$ cat config.mk
export PLATFORM = sky130hd
export DESIGN_NAME = crt_scanline_vignette_pixel_top
export DESIGN_NICKNAME = d
export VERILOG_FILES = /design/src/design/crtsv_pkg.sv /design/src/design/crt_scanline_vignette_pixel_top.sv
export VERILOG_INCLUDE_DIRS = /design/src /design/src/design
export SDC_FILE = /design/constraint.sdc
export NUM_CORES = 2
export LEC_CHECK = 0
export ABC_AREA = 0
export BUFFER_PORTS_ARGS = -buffer_cell sky130_fd_sc_hd__buf_4
export CORE_MARGIN = 2
export CORE_UTILIZATION = 45
export DETAILED_ROUTE_END_ITERATION = 6
export PLACE_DENSITY = 0.69
export RECOVER_POWER = 100
export SYNTH_ARGS = -nofsm -noshare
export SYNTH_HDL_FRONTEND = slang
export SYNTH_SLANG_ARGS = --single-unit
$ cat constraint.sdc
create_clock -name clk -period 157.7 [get_ports clk]
set_input_delay 31.54 -clock clk [delete_from_list [all_inputs] [get_ports clk]]
set_output_delay 31.54 -clock clk [all_outputs]
set_load 0.03 [all_outputs]
$ cat src/design/crt_scanline_vignette_pixel_top_macros.svh
`ifndef CRT_SCANLINE_VIGNETTE_PIXEL_TOP_MACROS_SVH
`define CRT_SCANLINE_VIGNETTE_PIXEL_TOP_MACROS_SVH

// same-cycle implication, checked on clk, off during reset
`define CRTSV_ASSERT_NOW(lbl, ante, cons, msg) \
    lbl: assert property (@(posedge clk) disable iff (!rst_n) (ante) |-> (cons)) \
        else $error(msg);

// next-cycle implication, checked on clk, off during reset
`define CRTSV_ASSERT_NEXT(lbl, ante, cons, msg) \
    lbl: assert property (@(posedge clk) disable iff (!rst_n) (ante) |=> (cons)) \
        else $error(msg);

`endif

$ cat src/design/crtsv_pkg.sv
package crtsv_pkg;

    localparam int COORD_BITS_DEF = 12;

    localparam int CHAN_W     = 8;
    localparam int SPACING_W  = 12;
    localparam int DARK_W     = 8;
    localparam int STR_W      = 9;
    localparam int SIZE_W     = 13;
    localparam int CFG_IDX_W  = 3;
    localparam int CFG_DATA_W = 13;

    // normalized center distance is kept to 9 bits; 330 and up already
    // drives the tube factor to its floor
    localparam int NORM_W = 9;
    localparam int CORNER_W = 11;

    localparam logic [CFG_IDX_W-1:0] CFG_LINE_SPACING  = 3'd0;
    localparam logic [CFG_IDX_W-1:0] CFG_LINE_DARKNESS = 3'd1;
    localparam logic [CFG_IDX_W-1:0] CFG_STRENGTH      = 3'd2;
    localparam logic [CFG_IDX_W-1:0] CFG_IMAGE_WIDTH   = 3'd3;
    localparam logic [CFG_IDX_W-1:0] CFG_IMAGE_HEIGHT  = 3'd4;

    localparam logic [SPACING_W-1:0] RST_LINE_SPACING  = 12'd2;
    localparam logic [DARK_W-1:0]    RST_LINE_DARKNESS = 8'd64;
    localparam logic [STR_W-1:0]     RST_STRENGTH      = 9'd256;
    localparam logic [SIZE_W-1:0]    RST_IMAGE_WIDTH   = 13'd320;
    localparam logic [SIZE_W-1:0]    RST_IMAGE_HEIGHT  = 13'd240;

    localparam logic [CHAN_W-1:0]   FULL              = 8'd255;
    localparam logic [STR_W-1:0]    STR_FULL          = 9'd256;
    localparam logic [CHAN_W-1:0]   TUBE_MIN          = 8'd40;
    localparam logic [CORNER_W-1:0] TUBE_KNEE         = 11'd210;
    localparam logic [CORNER_W-1:0] TUBE_FLOOR_CORNER = 11'd425;
    localparam logic [CORNER_W-1:0] TUBE_BASE         = 11'd465;
    localparam logic [NORM_W-1:0]   NORM_SAT          = 9'h1FF;

    typedef struct packed {
        logic [CHAN_W-1:0] red;
        logic [CHAN_W-1:0] green;
        logic [CHAN_W-1:0] blue;
    } rgb_t;

    typedef struct packed {
        logic [2*CHAN_W-1:0] red;
        logic [2*CHAN_W-1:0] green;
        logic [2*CHAN_W-1:0] blue;
    } wrgb_t;

    typedef struct packed {
        rgb_t              color;
        logic [CHAN_W-1:0] coverage;
        logic              masked;
    } pix_t;

endpackage

$ cat src/design/crt_scanline_vignette_pixel_top.sv
// channel   | handshake              | word
// ----------+------------------------+------------------------------------------------
// cfg       | cfg_we                 | cfg_index, cfg_data
// in        | in_valid / in_ready    | x_pos, y_pos, red_in, green_in, blue_in,
//           |                        | coverage, masked
// out       | out_valid / out_ready  | red_out, green_out, blue_out
//
// One pixel per cycle while no skid word is held. The restoring divide for the center
// distance and the row modulo take one bit per stage.
// Reset clears config to defaults and all valid bits; no clearing pass.
// Output register plus one skid word: in_ready drops only once both hold a word,
// and the whole pipe then holds until out_ready frees the skid.
`include "crt_scanline_vignette_pixel_top_macros.svh"

module crt_scanline_vignette_pixel_top
    import crtsv_pkg::*;
#(
    parameter int COORD_BITS = COORD_BITS_DEF
)
(
    input  logic                  clk,
    input  logic                  rst_n,

    input  logic                  cfg_we,
    input  logic [CFG_IDX_W-1:0]  cfg_index,
    input  logic [CFG_DATA_W-1:0] cfg_data,

    input  logic                  in_valid,
    output logic                  in_ready,
    input  logic [COORD_BITS-1:0] x_pos,
    input  logic [COORD_BITS-1:0] y_pos,
    input  logic [CHAN_W-1:0]     red_in,
    input  logic [CHAN_W-1:0]     green_in,
    input  logic [CHAN_W-1:0]     blue_in,
    input  logic [CHAN_W-1:0]     coverage,
    input  logic                  masked,

    output logic                  out_valid,
    input  logic                  out_ready,
    output logic [CHAN_W-1:0]     red_out,
    output logic [CHAN_W-1:0]     green_out,
    output logic [CHAN_W-1:0]     blue_out
);

    localparam int CB  = COORD_BITS;
    localparam int DW  = (CB + 1 > SIZE_W) ? CB + 1 : SIZE_W;
    localparam int NW  = DW + CHAN_W;
    localparam int MW  = CB + SPACING_W;
    localparam int K   = (CB > NORM_W) ? CB : NORM_W;
    localparam int NST = K + 10;

    typedef struct packed {
        logic [NW-1:0]     remx;
        logic [NW-1:0]     remy;
        logic [NORM_W-1:0] qx;
        logic [NORM_W-1:0] qy;
        logic              ovx;
        logic              ovy;
        logic              zx;
        logic              zy;
        logic [CB-1:0]     remm;
        pix_t              pix;
    } it_t;

    // one restoring step: a quotient bit of each distance divide and a
    // remainder bit of the row modulo
    function automatic it_t it_step(input it_t s, input int k,
                                    input logic [SIZE_W-1:0] w,
                                    input logic [SIZE_W-1:0] h,
                                    input logic [SPACING_W-1:0] sp);
        it_t          r;
        logic [NW:0]  xs;
        logic [NW:0]  ys;
        logic [MW:0]  ms;
        r  = s;
        xs = '0;
        ys = '0;
        ms = '0;
        if (k < NORM_W)
        begin
            xs = {1'b0, s.remx} - ((NW+1)'(w) << (NORM_W - 1 - k));
            ys = {1'b0, s.remy} - ((NW+1)'(h) << (NORM_W - 1 - k));
            if (!xs[NW])
            begin
                r.remx = xs[NW-1:0];
            end
            if (!ys[NW])
            begin
                r.remy = ys[NW-1:0];
            end
            r.qx = {s.qx[NORM_W-2:0], ~xs[NW]};
            r.qy = {s.qy[NORM_W-2:0], ~ys[NW]};
        end
        if (k < CB)
        begin
            ms = {1'b0, MW'(s.remm)} - ((MW+1)'(sp) << (CB - 1 - k));
            if (!ms[MW])
            begin
                r.remm = ms[CB-1:0];
            end
        end
        return r;
    endfunction

    function automatic logic [CHAN_W-1:0] scale_ch(input logic [CHAN_W-1:0] c,
                                                   input logic [CHAN_W-1:0] g);
        logic [2*CHAN_W-1:0] p;
        p = (2*CHAN_W)'(c) * (2*CHAN_W)'(g);
        return p[2*CHAN_W-1:CHAN_W];
    endfunction

    function automatic logic [2*CHAN_W-1:0] ease_wt(input logic [CHAN_W-1:0] c,
                                                    input logic [CHAN_W-1:0] n,
                                                    input logic [CHAN_W-1:0] cov);
        logic [CHAN_W-1:0] d;
        d = c - n;
        return (2*CHAN_W)'(d) * (2*CHAN_W)'(cov);
    endfunction

    // c + floor((n - c) * cov / 256) with n <= c
    function automatic logic [CHAN_W-1:0] ease_out(input logic [CHAN_W-1:0] c,
                                                   input logic [2*CHAN_W-1:0] a);
        logic [2*CHAN_W:0] t;
        t = (2*CHAN_W+1)'(a) + (2*CHAN_W+1)'(FULL);
        return c - t[2*CHAN_W-1:CHAN_W];
    endfunction

    // configuration
    logic [SPACING_W-1:0] line_spacing_reg;
    logic [DARK_W-1:0]    line_darkness_reg;
    logic [STR_W-1:0]     strength_reg;
    logic [SIZE_W-1:0]    image_width_reg;
    logic [SIZE_W-1:0]    image_height_reg;

    always_ff @(posedge clk or negedge rst_n)
    begin
        if (!rst_n)
        begin
            line_spacing_reg  <= RST_LINE_SPACING;
            line_darkness_reg <= RST_LINE_DARKNESS;
            strength_reg      <= RST_STRENGTH;
            image_width_reg   <= RST_IMAGE_WIDTH;
            image_height_reg  <= RST_IMAGE_HEIGHT;
        end
        else if (cfg_we)
        begin
            unique case (cfg_index)
                CFG_LINE_SPACING:  line_spacing_reg  <= cfg_data[SPACING_W-1:0];
                CFG_LINE_DARKNESS: line_darkness_reg <= cfg_data[DARK_W-1:0];
                CFG_STRENGTH:      strength_reg      <= cfg_data[STR_W-1:0];
                CFG_IMAGE_WIDTH:   image_width_reg   <= cfg_data[SIZE_W-1:0];
                CFG_IMAGE_HEIGHT:  image_height_reg  <= cfg_data[SIZE_W-1:0];
                default:           ;
            endcase
        end
    end

    logic [SPACING_W-1:0] sp_eff;
    logic [STR_W-1:0]     str_eff;

    assign sp_eff  = (line_spacing_reg == '0) ? SPACING_W'(1) : line_spacing_reg;
    assign str_eff = (strength_reg > STR_FULL) ? STR_FULL : strength_reg;

    // flow control
    logic            en;
    logic            push;
    logic [NST-1:0]  vld_reg;
    logic            out_vld_reg;
    logic            skid_vld_reg;
    rgb_t            out_data_reg;
    rgb_t            skid_data_reg;
    rgb_t            res_next;

    assign en       = !skid_vld_reg;
    assign in_ready = en;
    assign push     = en && vld_reg[NST-1];

    always_ff @(posedge clk or negedge rst_n)
    begin
        if (!rst_n)
        begin
            vld_reg <= '0;
        end
        else if (en)
        begin
            vld_reg <= {vld_reg[NST-2:0], in_valid};
        end
    end

    // pipeline payload
    logic [CB-1:0]  x0_reg;
    logic [CB-1:0]  y0_reg;
    pix_t           pix0_reg;

    logic [DW-1:0]  dx1_next;
    logic [DW-1:0]  dy1_next;
    logic [DW-1:0]  dx1_reg;
    logic [DW-1:0]  dy1_reg;
    logic [CB-1:0]  y1_reg;
    pix_t           pix1_reg;

    it_t            pp_next;
    it_t            pp_reg;
    it_t            it_next [K];
    it_t            it_reg  [K];

    logic [NORM_W-1:0]   nx;
    logic [NORM_W-1:0]   ny;
    logic [2*NORM_W-1:0] sqx_next;
    logic [2*NORM_W-1:0] sqy_next;
    logic [2*NORM_W-1:0] sqx_reg;
    logic [2*NORM_W-1:0] sqy_reg;
    logic                hit_reg;
    pix_t                pix_q1_reg;

    logic [2*NORM_W:0]   dist_sum;
    logic [CORNER_W-1:0] corner;
    logic [CHAN_W-1:0]   tube_next;
    logic [CHAN_W-1:0]   line_next;
    logic [CHAN_W-1:0]   tube_reg;
    logic [CHAN_W-1:0]   line_reg;
    pix_t                pix_q2_reg;

    logic [2*CHAN_W-1:0] prod_reg;
    pix_t                pix_q3_reg;

    logic [2*CHAN_W:0]   p1;
    logic [2*CHAN_W:0]   p2;
    logic [CHAN_W-1:0]   f_reg;
    pix_t                pix_q4_reg;

    logic [2*CHAN_W:0]   dk;
    logic [CHAN_W-1:0]   g_next;
    logic [CHAN_W-1:0]   g_reg;
    pix_t                pix_q5_reg;

    rgb_t                n6_next;
    rgb_t                n6_reg;
    pix_t                pix_q6_reg;

    wrgb_t               a7_next;
    wrgb_t               a7_reg;
    rgb_t                n7_reg;
    pix_t                pix_q7_reg;

    always_comb
    begin
        logic [DW-1:0] twx;
        logic [DW-1:0] twy;
        logic [DW-1:0] wd;
        logic [DW-1:0] hd;
        twx = DW'({x0_reg, 1'b0});
        twy = DW'({y0_reg, 1'b0});
        wd  = DW'(image_width_reg);
        hd  = DW'(image_height_reg);
        dx1_next = (twx >= wd) ? twx - wd : wd - twx;
        dy1_next = (twy >= hd) ? twy - hd : hd - twy;
    end

    // distance * 255, and a quotient of 512 or more is flagged up front
    always_comb
    begin
        pp_next.remx = {dx1_reg, {CHAN_W{1'b0}}} - NW'(dx1_reg);
        pp_next.remy = {dy1_reg, {CHAN_W{1'b0}}} - NW'(dy1_reg);
        pp_next.qx   = '0;
        pp_next.qy   = '0;
        pp_next.zx   = (image_width_reg == '0);
        pp_next.zy   = (image_height_reg == '0);
        pp_next.ovx  = {1'b0, pp_next.remx} >= ((NW+1)'(image_width_reg) << NORM_W);
        pp_next.ovy  = {1'b0, pp_next.remy} >= ((NW+1)'(image_height_reg) << NORM_W);
        pp_next.remm = y1_reg;
        pp_next.pix  = pix1_reg;
    end

    always_comb
    begin
        it_next[0] = it_step(pp_reg, 0, image_width_reg, image_height_reg, sp_eff);
        for (int k = 1; k < K; k++)
        begin
            it_next[k] = it_step(it_reg[k-1], k, image_width_reg, image_height_reg, sp_eff);
        end
    end

    always_comb
    begin
        if (it_reg[K-1].zx)
        begin
            nx = '0;
        end
        else
        begin
            nx = it_reg[K-1].ovx ? NORM_SAT : it_reg[K-1].qx;
        end
        if (it_reg[K-1].zy)
        begin
            ny = '0;
        end
        else
        begin
            ny = it_reg[K-1].ovy ? NORM_SAT : it_reg[K-1].qy;
        end
        sqx_next = (2*NORM_W)'(nx) * (2*NORM_W)'(nx);
        sqy_next = (2*NORM_W)'(ny) * (2*NORM_W)'(ny);
    end

    always_comb
    begin
        dist_sum = (2*NORM_W+1)'(sqx_reg) + (2*NORM_W+1)'(sqy_reg);
        corner   = dist_sum[2*NORM_W:8];
        priority if (corner <= TUBE_KNEE)
        begin
            tube_next = FULL;
        end
        else if (corner >= TUBE_FLOOR_CORNER)
        begin
            tube_next = TUBE_MIN;
        end
        else
        begin
            tube_next = CHAN_W'(TUBE_BASE - corner);
        end
        line_next = hit_reg ? FULL - line_darkness_reg : FULL;
    end

    // floor(p / 255) for p up to 255 * 255
    assign p1 = (2*CHAN_W+1)'(prod_reg) + (2*CHAN_W+1)'(1);
    assign p2 = p1 + (p1 >> CHAN_W);

    always_comb
    begin
        dk     = (2*CHAN_W+1)'(FULL - f_reg) * (2*CHAN_W+1)'(str_eff);
        g_next = FULL - dk[2*CHAN_W-1:CHAN_W];
    end

    always_comb
    begin
        n6_next.red   = scale_ch(pix_q5_reg.color.red,   g_reg);
        n6_next.green = scale_ch(pix_q5_reg.color.green, g_reg);
        n6_next.blue  = scale_ch(pix_q5_reg.color.blue,  g_reg);
        a7_next.red   = ease_wt(pix_q6_reg.color.red,   n6_reg.red,   pix_q6_reg.coverage);
        a7_next.green = ease_wt(pix_q6_reg.color.green, n6_reg.green, pix_q6_reg.coverage);
        a7_next.blue  = ease_wt(pix_q6_reg.color.blue,  n6_reg.blue,  pix_q6_reg.coverage);
    end

    always_comb
    begin
        if (pix_q7_reg.masked)
        begin
            res_next.red   = ease_out(pix_q7_reg.color.red,   a7_reg.red);
            res_next.green = ease_out(pix_q7_reg.color.green, a7_reg.green);
            res_next.blue  = ease_out(pix_q7_reg.color.blue,  a7_reg.blue);
        end
        else
        begin
            res_next = n7_reg;
        end
    end

    always_ff @(posedge clk)
    begin
        if (en)
        begin
            x0_reg                  <= x_pos;
            y0_reg                  <= y_pos;
            pix0_reg.color.red      <= red_in;
            pix0_reg.color.green    <= green_in;
            pix0_reg.color.blue     <= blue_in;
            pix0_reg.coverage       <= coverage;
            pix0_reg.masked         <= masked;

            dx1_reg  <= dx1_next;
            dy1_reg  <= dy1_next;
            y1_reg   <= y0_reg;
            pix1_reg <= pix0_reg;

            pp_reg <= pp_next;
            for (int k = 0; k < K; k++)
            begin
                it_reg[k] <= it_next[k];
            end

            sqx_reg    <= sqx_next;
            sqy_reg    <= sqy_next;
            hit_reg    <= (it_reg[K-1].remm == '0);
            pix_q1_reg <= it_reg[K-1].pix;

            tube_reg   <= tube_next;
            line_reg   <= line_next;
            pix_q2_reg <= pix_q1_reg;

            prod_reg   <= (2*CHAN_W)'(line_reg) * (2*CHAN_W)'(tube_reg);
            pix_q3_reg <= pix_q2_reg;

            f_reg      <= p2[2*CHAN_W-1:CHAN_W];
            pix_q4_reg <= pix_q3_reg;

            g_reg      <= g_next;
            pix_q5_reg <= pix_q4_reg;

            n6_reg     <= n6_next;
            pix_q6_reg <= pix_q5_reg;

            a7_reg     <= a7_next;
            n7_reg     <= n6_reg;
            pix_q7_reg <= pix_q6_reg;
        end
    end

    // output register with one skid word behind it
    always_ff @(posedge clk or negedge rst_n)
    begin
        if (!rst_n)
        begin
            out_vld_reg  <= 1'b0;
            skid_vld_reg <= 1'b0;
        end
        else if (skid_vld_reg)
        begin
            if (out_ready)
            begin
                skid_vld_reg <= 1'b0;
            end
        end
        else if (push)
        begin
            if (out_vld_reg && !out_ready)
            begin
                skid_vld_reg <= 1'b1;
            end
            else
            begin
                out_vld_reg <= 1'b1;
            end
        end
        else if (out_ready)
        begin
            out_vld_reg <= 1'b0;
        end
    end

    always_ff @(posedge clk)
    begin
        if (skid_vld_reg)
        begin
            if (out_ready)
            begin
                out_data_reg <= skid_data_reg;
            end
        end
        else if (push)
        begin
            if (out_vld_reg && !out_ready)
            begin
                skid_data_reg <= res_next;
            end
            else
            begin
                out_data_reg <= res_next;
            end
        end
    end

    assign out_valid = out_vld_reg;
    assign red_out   = out_data_reg.red;
    assign green_out = out_data_reg.green;
    assign blue_out  = out_data_reg.blue;

    `CRTSV_ASSERT_NOW(a_skid_behind_out, skid_vld_reg, out_vld_reg, "skid word without output word")
    `CRTSV_ASSERT_NEXT(a_stall_fills_skid, out_vld_reg && !out_ready && push, skid_vld_reg, "stalled word not parked in skid")
    `CRTSV_ASSERT_NEXT(a_skid_drains, skid_vld_reg && out_ready, !skid_vld_reg && out_vld_reg, "skid word not moved to output")
    `CRTSV_ASSERT_NOW(a_no_invented_word, $rose(out_vld_reg), $past(push), "output word without a finished item")

endmodule

# Word level (Yosys, flattened, before mapping)
# Memory sizes are Yosys's and may differ from the RTL's.
# Cells that the tools add are included.
# W data, S select, Z words.
word_totals:
  regBits: 750
  ram_bits: 1308
  in_bits: 78
  out_inout_bits: 26
  word_cells: 261
  mem_count: 1
classes:
  n_addsub: 52
  mul: 10
  magnitude_cmp: 7
  n_eq_ne: 7
  muxes: 52
  n_bitwise: 19
  reduce_logical: 20
memory_table:
  columns: ["memory", "words", "width", "read_ports", "rd_clocked_by_memory_dff", "write_ports", "line_no", "source"]
  rows:
  - ["it_reg", 12, 109, 12, 0, 12, "crt_scanline_vignette_pixel_top.sv:205", "it_t it_reg [K];"]
ops:
  columns: ["op", "n"]
  rows:
  - ["$mux W21", 18]
  - ["$mux W12", 13]
  - ["$mux W24", 5]
  - ["$mul A8 B8 Y16", 7]
  - ["$sub A13 B13 Y13", 4]
  - ["$add A16 B8 Y16 const B", 3]
  - ["$sub A8 B8 Y8", 6]
  - ["$mux W9", 5]
  - ["$ge A21 B22 Y1", 2]
  - ["$sub A21 B13 Y22", 2]
  - ["$sub A21 B14 Y22", 2]
  - ["$sub A21 B15 Y22", 2]
  - ["$sub A21 B16 Y22", 2]
  - ["$sub A21 B17 Y22", 2]
  - ["$sub A21 B18 Y22", 2]
  - ["$sub A21 B19 Y22", 2]
  - ["$sub A21 B20 Y22", 2]
  - ["$sub A21 B21 Y22", 2]
  - ["$sub A21 B13 Y21", 2]
  - ["$mul A9 B9 Y18", 2]
  - ["$ge A13 B13 Y1", 2]
  - ["$logic_not A13 Y1", 2]
  - ["$mux W13", 2]
  - ["$logic_not A12 Y1", 2]
  - ["35 further kinds", 74]

# Logic depth before layout (Yosys ltp)
logic_depth:
  depth_word: 6
  ltp_mapped: 25
  ltp_nobuf: 25

# Least setup slack after synthesis
# OpenSTA, ideal clock, no wires.
synth_path:
  path_type: "flip-flop to output port"
  start: "register skid_vld_reg"
  end: "output in_ready"
  t_arrival_ns: 46.130
  required_ns: 126.160
  setup_slack_ns: 80.030
  path_stages_with_launch: 3
  n_path_buf: 1
  path_cell_list: "dfrtp_1 > inv_2 > buf_1"
synth_via:
  elab_chain_cells: 1
synth_lines:
  columns: ["element", "line_no", "source"]
  rows:
  - ["start: declaration", "crt_scanline_vignette_pixel_top.sv:169", "logic skid_vld_reg;"]
  - ["start signal: assignment", "crt_scanline_vignette_pixel_top.sv:415", "skid_vld_reg <= 1'b0;"]
  - ["start signal: assignment", "crt_scanline_vignette_pixel_top.sv:421", "skid_vld_reg <= 1'b0;"]
  - ["start signal: assignment", "crt_scanline_vignette_pixel_top.sv:428", "skid_vld_reg <= 1'b1;"]
  - ["$logic_not A1 Y1", "crt_scanline_vignette_pixel_top.sv:174", "assign en = !skid_vld_reg;"]
  - ["end: declaration", "crt_scanline_vignette_pixel_top.sv:29", "output logic in_ready,"]
# Every way passes these cells.

# Worst setup path after layout
# Ends and elaborated chain as after synthesis.

==> impl_metrics.ini <==
[outcome]
status = finished with violations
violations = max-capacitance violations, max-slew violations

[logic_synthesis]
ys_warn_count = 0
synthArstFlopShare_pct = 4.36
synthCells = 7689
synth_mux_area_share_pct = 2.72
synth-seq-cells = 1814
synth_largest_area_cell = edfxtp_1
seq_area_frac_synth_pct = 54.8
synth_top_area_share_pct = 52.8
synthTopCellsByArea = edfxtp_1 53%, ha_1 10%, fa_1 8.1%
ys.flop_type = edfxtp_1
synth-xor-area-share_pct = 4.05
synth_adder_area_share_pct = 18.2
synth_most_common_cell = edfxtp_1
avgSynthCellArea_um2 = 12.8
synth_top_family_by_area = adder cells
syn-num-nets = 8965
yosys-top-cells-count = 1735 x edfxtp_1, 800 x ha_1, 798 x inv_1, 497 x nor2_1, 466 x nand2_1
synthSimpleGateAreaFrac_pct = 9.59
synth_area_um2 = 98700
synthDistinctLibCells = 86
synth_compound_area_share_pct = 7.05
synth_edf_count = 1735

[worst_setup_path]
crit_required_ns = 126.16
crit_type = reg2out
critPathCaptureType = output pin
crit_arrival_ns = 3.56
cp-start-kind = flip-flop
path_max_fanout = 31

[sta]
max_freq_mhz = 28.5
maxSlewViolCount = 1879
fin_crit_ns = 35.10
rsz0062_at_grt = no
setup_viol = 0
tightest_slew_ns = 9.48
whs_ns = 0.363
fin_setup_tns_ns = 0
hold_viol_final = 0
slew_headroom_pct = -532
post-route-period-util_pct = 22.3
skew_ns = 0.0921

[routing]
wl_per_cell_um = 17.4
wl_um = 190000
drtPass1Iterations = 5
drcViolationCount = 0
detail_route.vias_per_cell = 5.26
drt_iter0_drc = 3749
drtAntennaViolNets = 0
route.vias.total = 57600

[global_routing]
grt_max_degree = 189
grt_pass1_wl_um = 308000
grt-ovfl-total = 0
track_usage_pct = 17.2
grt_pass1_vias = 59700
antenna_found_initial = 5

[cts]
cts_tree = built
cts_hold_buf = 0
cts.sinks = 1814
clock_latency_ns = 0.87
cts-root-buf = clkbuf_16
cts_buffers = 195
cts.repair.resized = 0
path_clk_slew_ns = 0.06
h-tree-depth = 4
cts.path.max_buffers = 3
cts_setup_buffers = 0

[run]
max-cap-violations = 24

[finish]
layout.nets = 9208
multiInputGateArea_um2 = 41100
largest_reg_flops = 1068
fillers = 18200
area_growth_pct = 10.8
finish.cell_count_without_fillers = 10900
drive_gt1_share_pct = 7.03
seqCellArea_um2 = 54100

[die]
initial_core_util_pct = 45.4
fp.dieW_um = 472
die_area_um2 = 223000
coreArea_um2 = 218000
ioPinCount = 104
rows = 171
die_h_um = 472

[placement]
io_buffers = 103
dp_hpwl_um = 133000
gp_congestion = 0.870
place_inst = 10600

[min_path]
hold_path_class = reg2reg
[final cells by class]
cell class | instances | share of cell area (%)
Tap cell | 2854 | 3.26
Timing Repair Buffer | 174 | 0.950
Sequential cell | 1814 | 49.4
Inverter | 809 | 2.78
Multi-Input combinational cell | 4938 | 37.6
Clock inverter | 130 | 1.33
Clock buffer | 226 | 4.65
Antenna cell | 2 | 0.00458
[critical path, cell delays in order, from the launching register on]
cell and delay (ns):
dfrtp_1 0.43, clkinvlp_2 1.60, clkbuf_1 0.67
[routing by layer]
metal | global-route usage, % | vias up | wire (um)
met5 | 0 | - | 0
met4 | 6.51 | 0 | 6400
met3 | 2.64 | 346 | 7840
met2 | 29.6 | 1036 | 93500
met1 | 21.8 | 28500 | 82500
li1 | - | 27700 | -
[per-stage QoR]
stage	cell area [um^2]	util [%]	worst slack (ns)
after floorplan	98700	-	80.03
after global placement	103000	47.4	124.62
after detailed placement	103000	47.4	124.53
after CTS	110000	50.4	124.17
after global routing	109000	50.3	121.99
final	109000	50.3	122.60
[cells by family (layout without fill, tap and decap cells)]
logic type	count (synthesis)	in the layout
AO/OA/AOI/OAI	1119	1119
adder cells (fa/ha/maj)	1198	1198
XOR/XNOR	457	457
other	0	2
multiplexers	243	243
buffers and inverters	937	1339
AND/OR/NAND/NOR	1921	1921
flip-flops	1814	1814
[path summary, 6_finish.rpt]
check / from / end / slack [ns] / depth (start not counted)
max in group asynchronous: rst_n / vld_reg[19] / 122.85 / 1
hold / removal: it_reg[1][341] / it_reg[2][14] / 0.36 / 0
hold reg to reg: it_reg[1][341] / it_reg[2][14] / 0.36 / 0
setup / recovery: skid_vld_reg / in_ready / 122.60 / 2
setup reg to reg: skid_vld_reg / pp_reg[36] / 140.22 / 5
min in group asynchronous: rst_n / image_width_reg[2] / 32.26 / 1
[cell usage in the layout, fill, tap and decap left out, types with 195 or more instances in the layout]
master | netlist | routed
a21oi_1 | 345 | 345
and2_1 | 283 | 259
clkbuf_16 | 0 | 195
edfxtp_1 | 1735 | 1735
fa_1 | 398 | 398
ha_1 | 800 | 800
inv_1 | 798 | 801
nand2_1 | 466 | 466
nor2_1 | 497 | 497
o21ai_0 | 126 | 249
xnor2_1 | 283 | 283
Power is left out: the tool's default activity adds up to more than one toggle a clock period on the data nets, which glitch-free logic cannot reach.
